<file path="src/hw/rtl/csa_pkg.sv">
// Shared types, register codes and helpers of the collective segment aggregator.
package csa_pkg;

    localparam int unsigned DEF_MAX_GPUS      = 8;
    localparam int unsigned DEF_TABLE_ENTRIES = 16;

    // GPU count width: holds up to 127
    localparam int unsigned CNT_W = 7;

    localparam logic [7:0] KIND_CONTRIB = 8'd1;

    localparam logic [1:0] CFG_NUM_GPU     = 2'd0;
    localparam logic [1:0] CFG_MAGIC_WORD  = 2'd1;
    localparam logic [1:0] CFG_SWITCH_ID   = 2'd2;
    localparam logic [1:0] CFG_SOURCE_NODE = 2'd3;

    localparam logic STATUS_DONE = 1'b0;
    localparam logic STATUS_FULL = 1'b1;

    typedef struct packed {
        logic [7:0]  src_gpu;
        logic [31:0] group;
        logic [63:0] collective_id;
        logic [63:0] segment_id;
        logic [31:0] num_segments;
        logic [31:0] segment_bytes;
    } t_item;

    // Saturate the programmed GPU count to the hardware limit
    function automatic logic [CNT_W-1:0] eff_gpu(input logic [3:0] num,
                                                 input int unsigned max_gpus);
        logic [CNT_W-1:0] lim;
        lim = CNT_W'(max_gpus);
        if (CNT_W'(num) > lim) begin
            return lim;
        end
        return CNT_W'(num);
    endfunction

endpackage

</file>
<file path="src/hw/rtl/csa_front.sv">
// Front end: header checks and a two-deep queue of accepted contributions.
module csa_front
    import csa_pkg::*;
#(
    parameter int unsigned MAX_GPUS = DEF_MAX_GPUS
) (
    input  logic        i_clk,
    input  logic        i_rst_n,
    input  logic        i_push,
    output logic        o_full,
    input  logic        i_short_payload,
    input  logic [31:0] i_magic,
    input  logic [7:0]  i_kind,
    input  t_item       i_item,
    input  logic [3:0]  i_num_gpu,
    input  logic [31:0] i_magic_word,
    output logic        o_q_valid,
    output t_item       o_q_item,
    input  logic        i_q_pop
);

    t_item      r_q [2];
    logic       r_wp, r_rp;
    logic [1:0] r_cnt;
    logic       keep, acc, wr, rd;

    // Drop short, foreign, wrong-kind and out-of-range headers
    assign keep = !i_short_payload && (i_magic == i_magic_word) &&
                  (i_kind == KIND_CONTRIB) &&
                  ({1'b0, i_item.src_gpu} < 9'(eff_gpu(i_num_gpu, MAX_GPUS)));

    assign o_full    = (r_cnt == 2'd2);
    assign acc       = i_push && !o_full;
    assign wr        = acc && keep;
    assign o_q_valid = (r_cnt != 2'd0);
    assign rd        = o_q_valid && i_q_pop;
    assign o_q_item  = r_q[r_rp];

    // Store the beat
    always_ff @(posedge i_clk) begin
        if (wr) begin
            r_q[r_wp] <= i_item;
        end
    end

    // Advance queue pointers
    always_ff @(posedge i_clk) begin
        if (!i_rst_n) begin
            r_wp  <= 1'b0;
            r_rp  <= 1'b0;
            r_cnt <= 2'd0;
        end else begin
            if (wr) begin
                r_wp <= !r_wp;
            end
            if (rd) begin
                r_rp <= !r_rp;
            end
            r_cnt <= r_cnt + 2'(wr) - 2'(rd);
        end
    end

endmodule

</file>
<file path="src/hw/rtl/csa_back.sv">
// Back end: key table scan, entry update, completion fan-out and table-full replies.
module csa_back
    import csa_pkg::*;
#(
    parameter int unsigned MAX_GPUS      = DEF_MAX_GPUS,
    parameter int unsigned TABLE_ENTRIES = DEF_TABLE_ENTRIES
) (
    input  logic        i_clk,
    input  logic        i_rst_n,
    input  logic [3:0]  i_num_gpu,
    input  logic        i_q_valid,
    input  t_item       i_q_item,
    output logic        o_q_pop,
    output logic        o_empty,
    input  logic        i_pop,
    output logic        o_status,
    output logic [2:0]  o_dest_gpu,
    output logic [31:0] o_group_out,
    output logic [63:0] o_collective_out,
    output logic [63:0] o_segment_out,
    output logic [31:0] o_num_segments_out,
    output logic [31:0] o_segment_bytes_out,
    output logic        o_last
);

    localparam int unsigned IW = (TABLE_ENTRIES > 1) ? $clog2(TABLE_ENTRIES) : 1;
    localparam int unsigned SW = (MAX_GPUS > 1) ? $clog2(MAX_GPUS) : 1;
    localparam logic [IW-1:0] LAST_IDX = IW'(TABLE_ENTRIES - 1);

    localparam logic [2:0] S_IDLE = 3'd0;
    localparam logic [2:0] S_SCAN = 3'd1;
    localparam logic [2:0] S_WAIT = 3'd2;
    localparam logic [2:0] S_DEC  = 3'd3;
    localparam logic [2:0] S_EMIT = 3'd4;

    typedef struct packed {
        logic [31:0]         group;
        logic [63:0]         collective_id;
        logic [63:0]         segment_id;
        logic [MAX_GPUS-1:0] mask;
        logic [CNT_W-1:0]    count;
        logic [31:0]         seg_bytes;
        logic [31:0]         num_segments;
    } t_entry;

    t_entry r_mem [TABLE_ENTRIES];
    t_entry r_rdata;
    logic [TABLE_ENTRIES-1:0] r_valid;

    logic [2:0]       r_state;
    t_item            r_item;
    logic [IW-1:0]    r_idx, r_cmp_idx, r_hit_idx, r_free_idx;
    logic             r_cmp_vld, r_hit_vld, r_free_vld;
    logic [MAX_GPUS-1:0] r_hit_mask;
    logic [CNT_W-1:0] r_hit_cnt;
    logic [CNT_W-1:0] r_n, r_g;
    logic             r_status;
    logic             r_out_vld;

    logic [CNT_W-1:0]    eff;
    logic [MAX_GPUS-1:0] src_bit, new_mask;
    logic [CNT_W-1:0]    new_cnt;
    logic                match, ld, last_now;
    logic                wr_en;
    logic [IW-1:0]       wr_idx;
    t_entry              wr_ent;

    assign eff      = eff_gpu(i_num_gpu, MAX_GPUS);
    assign src_bit  = MAX_GPUS'(1) << r_item.src_gpu[SW-1:0];
    assign new_mask = r_hit_mask | src_bit;
    assign new_cnt  = ((r_hit_mask & src_bit) == '0) ? r_hit_cnt + CNT_W'(1) : r_hit_cnt;
    assign match    = (r_rdata.group == r_item.group) &&
                      (r_rdata.collective_id == r_item.collective_id) &&
                      (r_rdata.segment_id == r_item.segment_id);
    assign o_q_pop  = (r_state == S_IDLE) && i_q_valid;
    assign ld       = (r_state == S_EMIT) && (!r_out_vld || i_pop);
    assign last_now = (r_g + CNT_W'(1) == r_n);
    assign o_empty  = !r_out_vld;

    // Build the entry write of the decide step
    always_comb begin
        wr_en  = 1'b0;
        wr_idx = r_free_idx;
        wr_ent.group         = r_item.group;
        wr_ent.collective_id = r_item.collective_id;
        wr_ent.segment_id    = r_item.segment_id;
        wr_ent.mask          = src_bit;
        wr_ent.count         = CNT_W'(1);
        wr_ent.seg_bytes     = r_item.segment_bytes;
        wr_ent.num_segments  = r_item.num_segments;
        if (r_state == S_DEC) begin
            if (r_hit_vld) begin
                wr_en        = 1'b1;
                wr_idx       = r_hit_idx;
                wr_ent.mask  = new_mask;
                wr_ent.count = new_cnt;
            end else if (eff > CNT_W'(1) && r_free_vld) begin
                wr_en = 1'b1;
            end
        end
    end

    // Table memory: one write port, one registered read port
    always_ff @(posedge i_clk) begin
        if (wr_en) begin
            r_mem[wr_idx] <= wr_ent;
        end
        r_rdata <= r_mem[r_idx];
    end

    // Hold the item and the scan findings
    always_ff @(posedge i_clk) begin
        if (o_q_pop) begin
            r_item <= i_q_item;
        end
        r_cmp_idx <= r_idx;
        if (r_cmp_vld && r_valid[r_cmp_idx] && match && !r_hit_vld) begin
            r_hit_idx  <= r_cmp_idx;
            r_hit_mask <= r_rdata.mask;
            r_hit_cnt  <= r_rdata.count;
        end
        if (r_cmp_vld && !r_valid[r_cmp_idx] && !r_free_vld) begin
            r_free_idx <= r_cmp_idx;
        end
    end

    // Result register payload
    always_ff @(posedge i_clk) begin
        if (ld) begin
            o_status            <= r_status;
            o_dest_gpu          <= (r_status == STATUS_FULL) ? r_item.src_gpu[2:0] : r_g[2:0];
            o_group_out         <= r_item.group;
            o_collective_out    <= r_item.collective_id;
            o_segment_out       <= r_item.segment_id;
            o_num_segments_out  <= r_item.num_segments;
            o_segment_bytes_out <= r_item.segment_bytes;
            o_last              <= last_now;
        end
    end

    // Sequence scan, decide and fan-out
    always_ff @(posedge i_clk) begin
        if (!i_rst_n) begin
            r_state    <= S_IDLE;
            r_valid    <= '0;
            r_idx      <= '0;
            r_cmp_vld  <= 1'b0;
            r_hit_vld  <= 1'b0;
            r_free_vld <= 1'b0;
            r_n        <= '0;
            r_g        <= '0;
            r_status   <= STATUS_DONE;
            r_out_vld  <= 1'b0;
        end else begin
            if (r_cmp_vld && r_valid[r_cmp_idx] && match) begin
                r_hit_vld <= 1'b1;
            end
            if (r_cmp_vld && !r_valid[r_cmp_idx]) begin
                r_free_vld <= 1'b1;
            end
            if (ld) begin
                r_out_vld <= 1'b1;
            end else if (i_pop) begin
                r_out_vld <= 1'b0;
            end
            case (r_state)
                S_IDLE: begin
                    r_cmp_vld <= 1'b0;
                    r_idx     <= '0;
                    if (o_q_pop) begin
                        r_hit_vld  <= 1'b0;
                        r_free_vld <= 1'b0;
                        r_state    <= S_SCAN;
                    end
                end
                S_SCAN: begin
                    r_cmp_vld <= 1'b1;
                    if (r_idx == LAST_IDX) begin
                        r_state <= S_WAIT;
                    end else begin
                        r_idx <= r_idx + IW'(1);
                    end
                end
                S_WAIT: begin
                    r_cmp_vld <= 1'b0;
                    r_state   <= S_DEC;
                end
                S_DEC: begin
                    r_g      <= '0;
                    r_status <= STATUS_DONE;
                    r_n      <= eff;
                    if (r_hit_vld) begin
                        if (new_cnt >= eff) begin
                            r_valid[r_hit_idx] <= 1'b0;
                            r_state <= S_EMIT;
                        end else begin
                            r_state <= S_IDLE;
                        end
                    end else if (eff <= CNT_W'(1)) begin
                        r_state <= S_EMIT;
                    end else if (!r_free_vld) begin
                        r_status <= STATUS_FULL;
                        r_n      <= CNT_W'(1);
                        r_state  <= S_EMIT;
                    end else begin
                        r_valid[r_free_idx] <= 1'b1;
                        r_state <= S_IDLE;
                    end
                end
                S_EMIT: begin
                    if (ld) begin
                        r_g <= r_g + CNT_W'(1);
                        if (last_now) begin
                            r_state <= S_IDLE;
                        end
                    end
                end
                default: begin
                    r_state <= S_IDLE;
                end
            endcase
        end
    end

    a_hit_valid: assert property (@(posedge i_clk) disable iff (!i_rst_n)
        (r_state == S_DEC && r_hit_vld) |-> r_valid[r_hit_idx])
        else $error("hit entry not valid at decide");
    a_emit_range: assert property (@(posedge i_clk) disable iff (!i_rst_n)
        (r_state == S_EMIT) |-> (r_g < r_n))
        else $error("fan-out counter past result count");
    a_emit_end: assert property (@(posedge i_clk) disable iff (!i_rst_n)
        (ld && last_now) |=> (r_state == S_IDLE && r_out_vld && o_last))
        else $error("fan-out did not end on last beat");
    a_no_pop_busy: assert property (@(posedge i_clk) disable iff (!i_rst_n)
        (r_state != S_IDLE) |-> !o_q_pop)
        else $error("queue popped while busy");

endmodule

</file>
<file path="src/hw/rtl/collective_segment_aggregator.sv">
// Top level: configuration registers, front end and back end of the aggregator.
// Flow: the back end pops one kept header at a time from the front queue, scans the key
// table with one-entry-per-cycle reads, waits for the last registered read, decides, and
// loads each result beat of a fan-out into the result register, stalling while pop is low
// and a result waits; it pops no new header until done, and the front queue absorbs two.
// Reset: synchronous, active low; clears the table valid bits, queue pointers and state
// registers, sets the GPU count to 1 and clears the other configuration registers.
module collective_segment_aggregator
    import csa_pkg::*;
#(
    parameter int unsigned MAX_GPUS      = DEF_MAX_GPUS,
    parameter int unsigned TABLE_ENTRIES = DEF_TABLE_ENTRIES
) (
    input  logic        i_clk,
    input  logic        i_rst_n,
    input  logic        i_push,
    output logic        o_full,
    input  logic        i_short_payload,
    input  logic [31:0] i_magic,
    input  logic [7:0]  i_kind,
    input  logic [7:0]  i_src_gpu,
    input  logic [31:0] i_group,
    input  logic [63:0] i_collective_id,
    input  logic [63:0] i_segment_id,
    input  logic [31:0] i_num_segments,
    input  logic [31:0] i_segment_bytes,
    output logic        o_empty,
    input  logic        i_pop,
    output logic        o_status,
    output logic [2:0]  o_dest_gpu,
    output logic [15:0] o_source_node,
    output logic [31:0] o_group_out,
    output logic [63:0] o_collective_out,
    output logic [63:0] o_segment_out,
    output logic [31:0] o_num_segments_out,
    output logic [31:0] o_segment_bytes_out,
    output logic [15:0] o_switch_out,
    output logic        o_last,
    input  logic        i_cfg_valid,
    output logic        o_cfg_ready,
    input  logic [1:0]  i_cfg_index,
    input  logic [31:0] i_cfg_data
);

    logic [3:0]  r_num_gpu;
    logic [31:0] r_magic_word;
    logic [15:0] r_switch_id;
    logic [15:0] r_source_node_id;

    t_item in_item, q_item;
    logic  q_valid, q_pop;

    assign o_cfg_ready   = 1'b1;
    assign o_source_node = r_source_node_id;
    assign o_switch_out  = r_switch_id;

    assign in_item.src_gpu       = i_src_gpu;
    assign in_item.group         = i_group;
    assign in_item.collective_id = i_collective_id;
    assign in_item.segment_id    = i_segment_id;
    assign in_item.num_segments  = i_num_segments;
    assign in_item.segment_bytes = i_segment_bytes;

    // Take configuration beats
    always_ff @(posedge i_clk) begin
        if (!i_rst_n) begin
            r_num_gpu        <= 4'd1;
            r_magic_word     <= '0;
            r_switch_id      <= '0;
            r_source_node_id <= '0;
        end else if (i_cfg_valid) begin
            case (i_cfg_index)
                CFG_NUM_GPU:     r_num_gpu        <= i_cfg_data[3:0];
                CFG_MAGIC_WORD:  r_magic_word     <= i_cfg_data;
                CFG_SWITCH_ID:   r_switch_id      <= i_cfg_data[15:0];
                CFG_SOURCE_NODE: r_source_node_id <= i_cfg_data[15:0];
                default: begin
                end
            endcase
        end
    end

    csa_front #(
        .MAX_GPUS (MAX_GPUS)
    ) u_front (
        .i_clk           (i_clk),
        .i_rst_n         (i_rst_n),
        .i_push          (i_push),
        .o_full          (o_full),
        .i_short_payload (i_short_payload),
        .i_magic         (i_magic),
        .i_kind          (i_kind),
        .i_item          (in_item),
        .i_num_gpu       (r_num_gpu),
        .i_magic_word    (r_magic_word),
        .o_q_valid       (q_valid),
        .o_q_item        (q_item),
        .i_q_pop         (q_pop)
    );

    csa_back #(
        .MAX_GPUS      (MAX_GPUS),
        .TABLE_ENTRIES (TABLE_ENTRIES)
    ) u_back (
        .i_clk               (i_clk),
        .i_rst_n             (i_rst_n),
        .i_num_gpu           (r_num_gpu),
        .i_q_valid           (q_valid),
        .i_q_item            (q_item),
        .o_q_pop             (q_pop),
        .o_empty             (o_empty),
        .i_pop               (i_pop),
        .o_status            (o_status),
        .o_dest_gpu          (o_dest_gpu),
        .o_group_out         (o_group_out),
        .o_collective_out    (o_collective_out),
        .o_segment_out       (o_segment_out),
        .o_num_segments_out  (o_num_segments_out),
        .o_segment_bytes_out (o_segment_bytes_out),
        .o_last              (o_last)
    );

endmodule
</file>
<file path="config.mk">
export PLATFORM = sky130hd
export DESIGN_NAME = collective_segment_aggregator
export DESIGN_NICKNAME = d
export VERILOG_FILES = /design/src/hw/rtl/csa_pkg.sv /design/src/hw/rtl/csa_front.sv /design/src/hw/rtl/csa_back.sv /design/src/hw/rtl/collective_segment_aggregator.sv
export SDC_FILE = /design/constraint.sdc
export NUM_CORES = 2
export LEC_CHECK = 0
export ABC_AREA = 1
export BUFFER_PORTS_ARGS = -buffer_cell sky130_fd_sc_hd__buf_4
export CAP_MARGIN = 20
export CORE_MARGIN = 1.5
export CORE_UTILIZATION = 40
export DETAILED_ROUTE_END_ITERATION = 7
export PLACE_DENSITY = 0.56
export REMOVE_ABC_BUFFERS = 1
export SLEW_MARGIN = 20
export SYNTH_ARGS = -nofsm -noshare
export SYNTH_HDL_FRONTEND = slang
export SYNTH_MEMORY_MAX_BITS = 65536
export SYNTH_SLANG_ARGS = --single-unit
</file>
<file path="constraint.sdc">
create_clock -name i_clk -period 16.8 [get_ports i_clk]
set_input_delay 0.84 -clock i_clk [delete_from_list [all_inputs] [get_ports i_clk]]
set_output_delay 0.84 -clock i_clk [all_outputs]
set_load 0.02 [all_outputs]
</file>
* Yosys cells after proc, flatten, opt, wreduce, memory -nomap -nowiden
Memories as Yosys holds them, arrays and structs flattened. A register that Yosys moved wholly into a read port is not among the register bits. Index checks and enable logic that the tools add are counted.
Cells by class: reductions and logical operators 45, muxes and demuxes 54, bitwise logic cells 5, shift-type cells 1, $lt $le $gt $ge 10, equal/unequal tests 22, $add $sub $neg 5
Operators by type and width (number):
- 64-bit == test | 2
- 32-bit == test | 2
- 16-bit 2-to-1 mux | 4
- 7-bit 2-to-1 mux | 7
- 15-bit 2-to-1 mux | 2
- 3-bit 2-to-1 mux | 9
- 1-bit 2-to-1 mux | 22
- 1-bit logical AND | 18
- 16-bit bitwise AND | 1
- 16-bit inverter | 1
- 16-bit OR | 1
- 4-bit by 5-bit < comparator with 1-bit output (second input constant) | 3
- 3-bit case mux with 5 select lines | 1
- 7-bit by 1-bit adder with 7-bit output (second input constant) | 2
- 7-bit case mux with 2 select lines | 1
- 4-bit 2-to-1 mux | 3
- 2-bit AND reduction | 6
- 2-bit nonzero test | 6
- 8-bit bitwise AND | 1
- 1-bit demux with 4-bit select | 2
- 8-bit by 1-bit == test with 1-bit output (second input constant) | 1
- 4-bit by 1-bit >= comparator with 1-bit output (second input constant) | 2
- 1-bit logical NOT | 8
- 8-bit logical NOT | 1
- 27 further kinds | 36
Word-level totals: register bits 370, RAM bits 4288, memories kept 2, logic and storage cells 174, output and inout bits 264, input port bits 312
Memory list:
- u_back.r_mem | depth 16, width 239, rd ports 1, clocked after memory_dff 1, wr ports 1, RTL line csa_back.sv:46 | t_entry r_mem [TABLE_ENTRIES];
- u_front.r_q | depth 2, width 232, rd ports 1, clocked after memory_dff 1, wr ports 1, RTL line csa_front.sv:22 | t_item r_q [2];

* Logic depth before layout (Yosys ltp)
depth after elaboration 10, mapped depth 21

* By module
From an unflattened synthesis, not the netlist that was laid out.
Second synthesis, totals: cell total of the unflattened synthesis 10726, area, all modules 151979.5 um^2
Modules (own cells, without submodules):
- csa_back | seq. area each 102828.6 um^2, cells an instance 9286, area each 131063.2 um^2, times used 1
- csa_front | seq. area each 14033.5 um^2, cells an instance 1004, area each 18037.3 um^2, times used 1
- collective_segment_aggregator | seq. area each 1361.3 um^2, cells an instance 436, area each 2879.0 um^2, times used 1

* Worst setup path after synthesis
No wires, ideal clock.
path kind register to register, from register u_back.r_state[2], to register u_front.r_cnt[1], setup time 70 ps, slack 4592 ps, required time 16730 ps, path buffers 0, stages on the path, launching flop included 12, arrival 12138 ps, clock period less this slack 12208 ps, cell sequence dfxtp_1 -> nor2_1 -> inv_1 -> nor2_1 -> inv_1 -> nor2_1 -> ha_1 -> inv_1 -> ha_1 -> xor2_1 -> o21ai_0 -> a21oi_1
Between the ends: word-level cells in the longest chain between the ends 4
Ends and longest elaborated chain:
- start: declaration | RTL line csa_back.sv:50 | logic [2:0] r_state;
- start signal: assignment | RTL line csa_back.sv:144 | r_state <= S_IDLE;
- start signal: assignment | RTL line csa_back.sv:173 | r_state <= S_SCAN;
- start signal: assignment | RTL line csa_back.sv:179 | r_state <= S_WAIT;
- 3-bit logical NOT | RTL line csa_back.sv:75 | assign o_q_pop = (r_state == S_IDLE) && i_q_valid;
- 1-bit logical AND | RTL line csa_back.sv:75
- net q_pop | RTL line collective_segment_aggregator.sv:51 | logic q_valid, q_pop;
- 1-bit logical AND | RTL line csa_front.sv:36 | assign rd = o_q_valid && i_q_pop;
- 2-bit by 1-bit subtractor with 2-bit output | RTL line csa_front.sv:59 | r_cnt <= r_cnt + 2'(wr) - 2'(rd);
- end signal: assignment | RTL line csa_front.sv:59
- end: declaration | RTL line csa_front.sv:24 | logic [1:0] r_cnt;
The timed path passes the listed nets, and every way through them passes these cells. A chain may end at the register's enable or synchronous reset.

==> results.cfg <==
[detailed_routing]
drt_iter0_drc = 9600
finalWirelength_um = 442000
ant_nets = 0
first_pass_iters = 6
drc = 0
detail_route.wl_per_cell_um = 25.5
vias_per_cell = 5.51
dr_total_vias = 95600

[yosys]
synth_largest_area_cell = edfxtp_1
postSynth.asyncResetShare_pct = 0
synth-edff-count = 3733
yosysUniqueCellTypes = 50
synth_area_um2 = 152000
synth_top_cell_area_share_pct = 73.8
synth-main-ff-cell = edfxtp_1
yosys_warnings = 0
synth_area_leaders = edfxtp_1, o21ai_0, nor2_1
netlist_instances = 11300
ys_ff_latch = 4023
synth.avg_cell_area_um2 = 13.5
synth_seq_area_share_pct = 77.6

[sta]
final_hold_viol_count = 0
relSlewSlack_pct = 18.8
period_share_pct = 35.1
grt_setup_unrepaired = no
slew_violations = 0
finalClockSkew_ns = 0.0913
max_freq_ghz = 0.169
setup_viol = 0
fin_crit_ns = 5.90
tightest_slew_ns = 1.22
fin_hold_ws_ns = 0.0665

[global_routing]
grt_busiest_layer = met2
overflow = 0
grt.met2_usage_pct = 37.0
grtUsageTotal_pct = 22.4
grt_pass1_wl_um = 636000
grt_use_met1_pct = 29.6
grt_use_met3_pct = 3.72
grt_max_degree = 247
grt_pass1_vias = 93700
antenna_found_initial = 20

[clocking]
cts_sinks = 4023
htreeDepth = 5
clk_latency_ns = 1.01
cts_max_path_buffers = 4
cts_resized = 0
cts_root_buf = clkbuf_16
cts_tree = built
cts_made_buffers = 417
clk_pin_slew_ns = 0.06

[run]
drv_cap = 0

[worst_hold_path]
worstHoldPathCells = 1
hold_class = input port to register

[critical_path]
critPathKind = register to register
cp.arrival_ns = 6.78
reg2reg_depth = 9
cp_max_fo = 96
start_kind = register
end_kind = register
cp.required_ns = 17.68

[finish]
drive_gt1_share_pct = 12.1
finalNonFillerCells = 17400
layout_common_cells = edfxtp_1, nor2_1, o21ai_0
layout.nets = 12300
fin_area_um2 = 177000
layout_commonest_cell = edfxtp_1
area_delta_synth_final_pct = 16.7
fin_util_pct = 46.9

[power_and_ir_drop]
power_leakage_uw = 0.0606
vdd_drop_max_uv = 89.2
p_per_area_nw_per_um2 = 118
p_total_uw = 21000

[place]
place.port_buffers = 574
dpl.hpwl_um = 242000
place_area_um2 = 162000
finalWeightedCongestion = 0.913
place_inst = 16400

[die]
chipWidth_um = 619
pin_count = 576
fp-row-count = 226
dieArea_um2 = 383000
core_area_um2 = 378000
start_util_pct = 40.1
die_h_um = 619

[status]
status = completed
[sequential cells by signal, indices dropped and copies added (netlist names), 7 cells and up]
register                    cells
u_back.r_valid                 16
u_back.r_rdata                175
u_back.r_g                      7
u_back.r_item                 227
u_back.o_num_segments_out      32
u_back.r_hit_mask               8
o_switch_out                   16
u_back.o_segment_out           64
u_front.r_q                   454
r_magic_word                   32
o_source_node                  16
u_back.o_segment_bytes_out     32
u_back.o_group_out             32
u_back.r_hit_cnt                7
u_back.r_mem                 2800
u_back.o_collective_out        64
[power by group]
group	total (uW)	internal [uW]	switching, uW
sequential	10900	10900	53.1
combinational	968	316	652
clock	9080	5180	3900
[stage by stage]
step                      TNS (ns)  worst slack, ns
after global routing             0            10.53
after CTS                        0            11.09
after floorplan           -7863.17           -44.43
final                            0            10.90
after detailed placement         0            11.11
after global placement           0            11.24
[Yosys cell counts (all sizes together) (29+ instances only)]
library cell and instances:
clkbuf 547, nor3 29, dfxtp 290, o221ai 298, o21ai 1723, buf 124
xnor2 30, nand4 43, a21oi 109, inv 374, nand3 128, o211ai 146
nor2 1795, nand2 1292, edfxtp 3733, xor2 38, o22ai 472
[worst max-delay path: stages (launching register included)]
cell      delay (ns)
dfxtp_4         0.78
buf_4           0.66
buf_4           0.75
buf_4           0.85
buf_4           0.86
buf_4           0.72
o21ai_0         0.20
o221ai_1        0.25
o21ai_0         0.18
o22ai_1         0.16
[metal layers]
layer | vias up | wire, um
li1 | 42800 | -
met1 | 48300 | 181000
met2 | 3773 | 211000
met3 | 781 | 32700
met4 | 26 | 17400
met5 | - | 172
[worst paths after layout]
check,slack [ns],to,startpoint
max,10.90,u_back.r_rdata[113],u_back.r_idx[0]
min,0.07,u_front.r_q[0][139],i_collective_id[11]
max reg2reg,10.90,u_back.r_rdata[113],u_back.r_idx[0]
min reg2reg,0.38,u_back.o_segment_bytes_out[7],u_back.r_item[7]
[logic make-up (layout without fill, tap and decap cells)]
kind of cell             Yosys count  after routing  share of synthesized area (%)
AO/OA/AOI/OAI                   2766           2766                           10.5
XOR/XNOR                          68             68                          0.392
adder cells (fa/ha/maj)           12             12                         0.0988
buffers and inverters           1047           2142                           2.73
flip-flops                      4023           4023                           77.6
multiplexers                       8              8                         0.0527
other                              1              5                        0.00247
AND/OR/NAND/NOR                 3327           3327                           8.58
[what timing repair did]
| action | 4_1_cts | 5_1_grt |
|---|---|---|
| setup buffers | 0 | 0 |
| hold endpoints to repair | 346 | 0 |
| hold buffers | 179 | 0 |
[layout make-up]
cell class	instances	area, um^2
antenna	4	10.0
clock buffer	583	11500
clock inverter	198	1950
fill	33000	201000
inverter	376	1480
multi-input combinational	6182	30000
sequential	4023	118000
tap	5016	6280
timing repair buffer	985	8110
No activity file was read; power rests on OpenSTA's default activity.
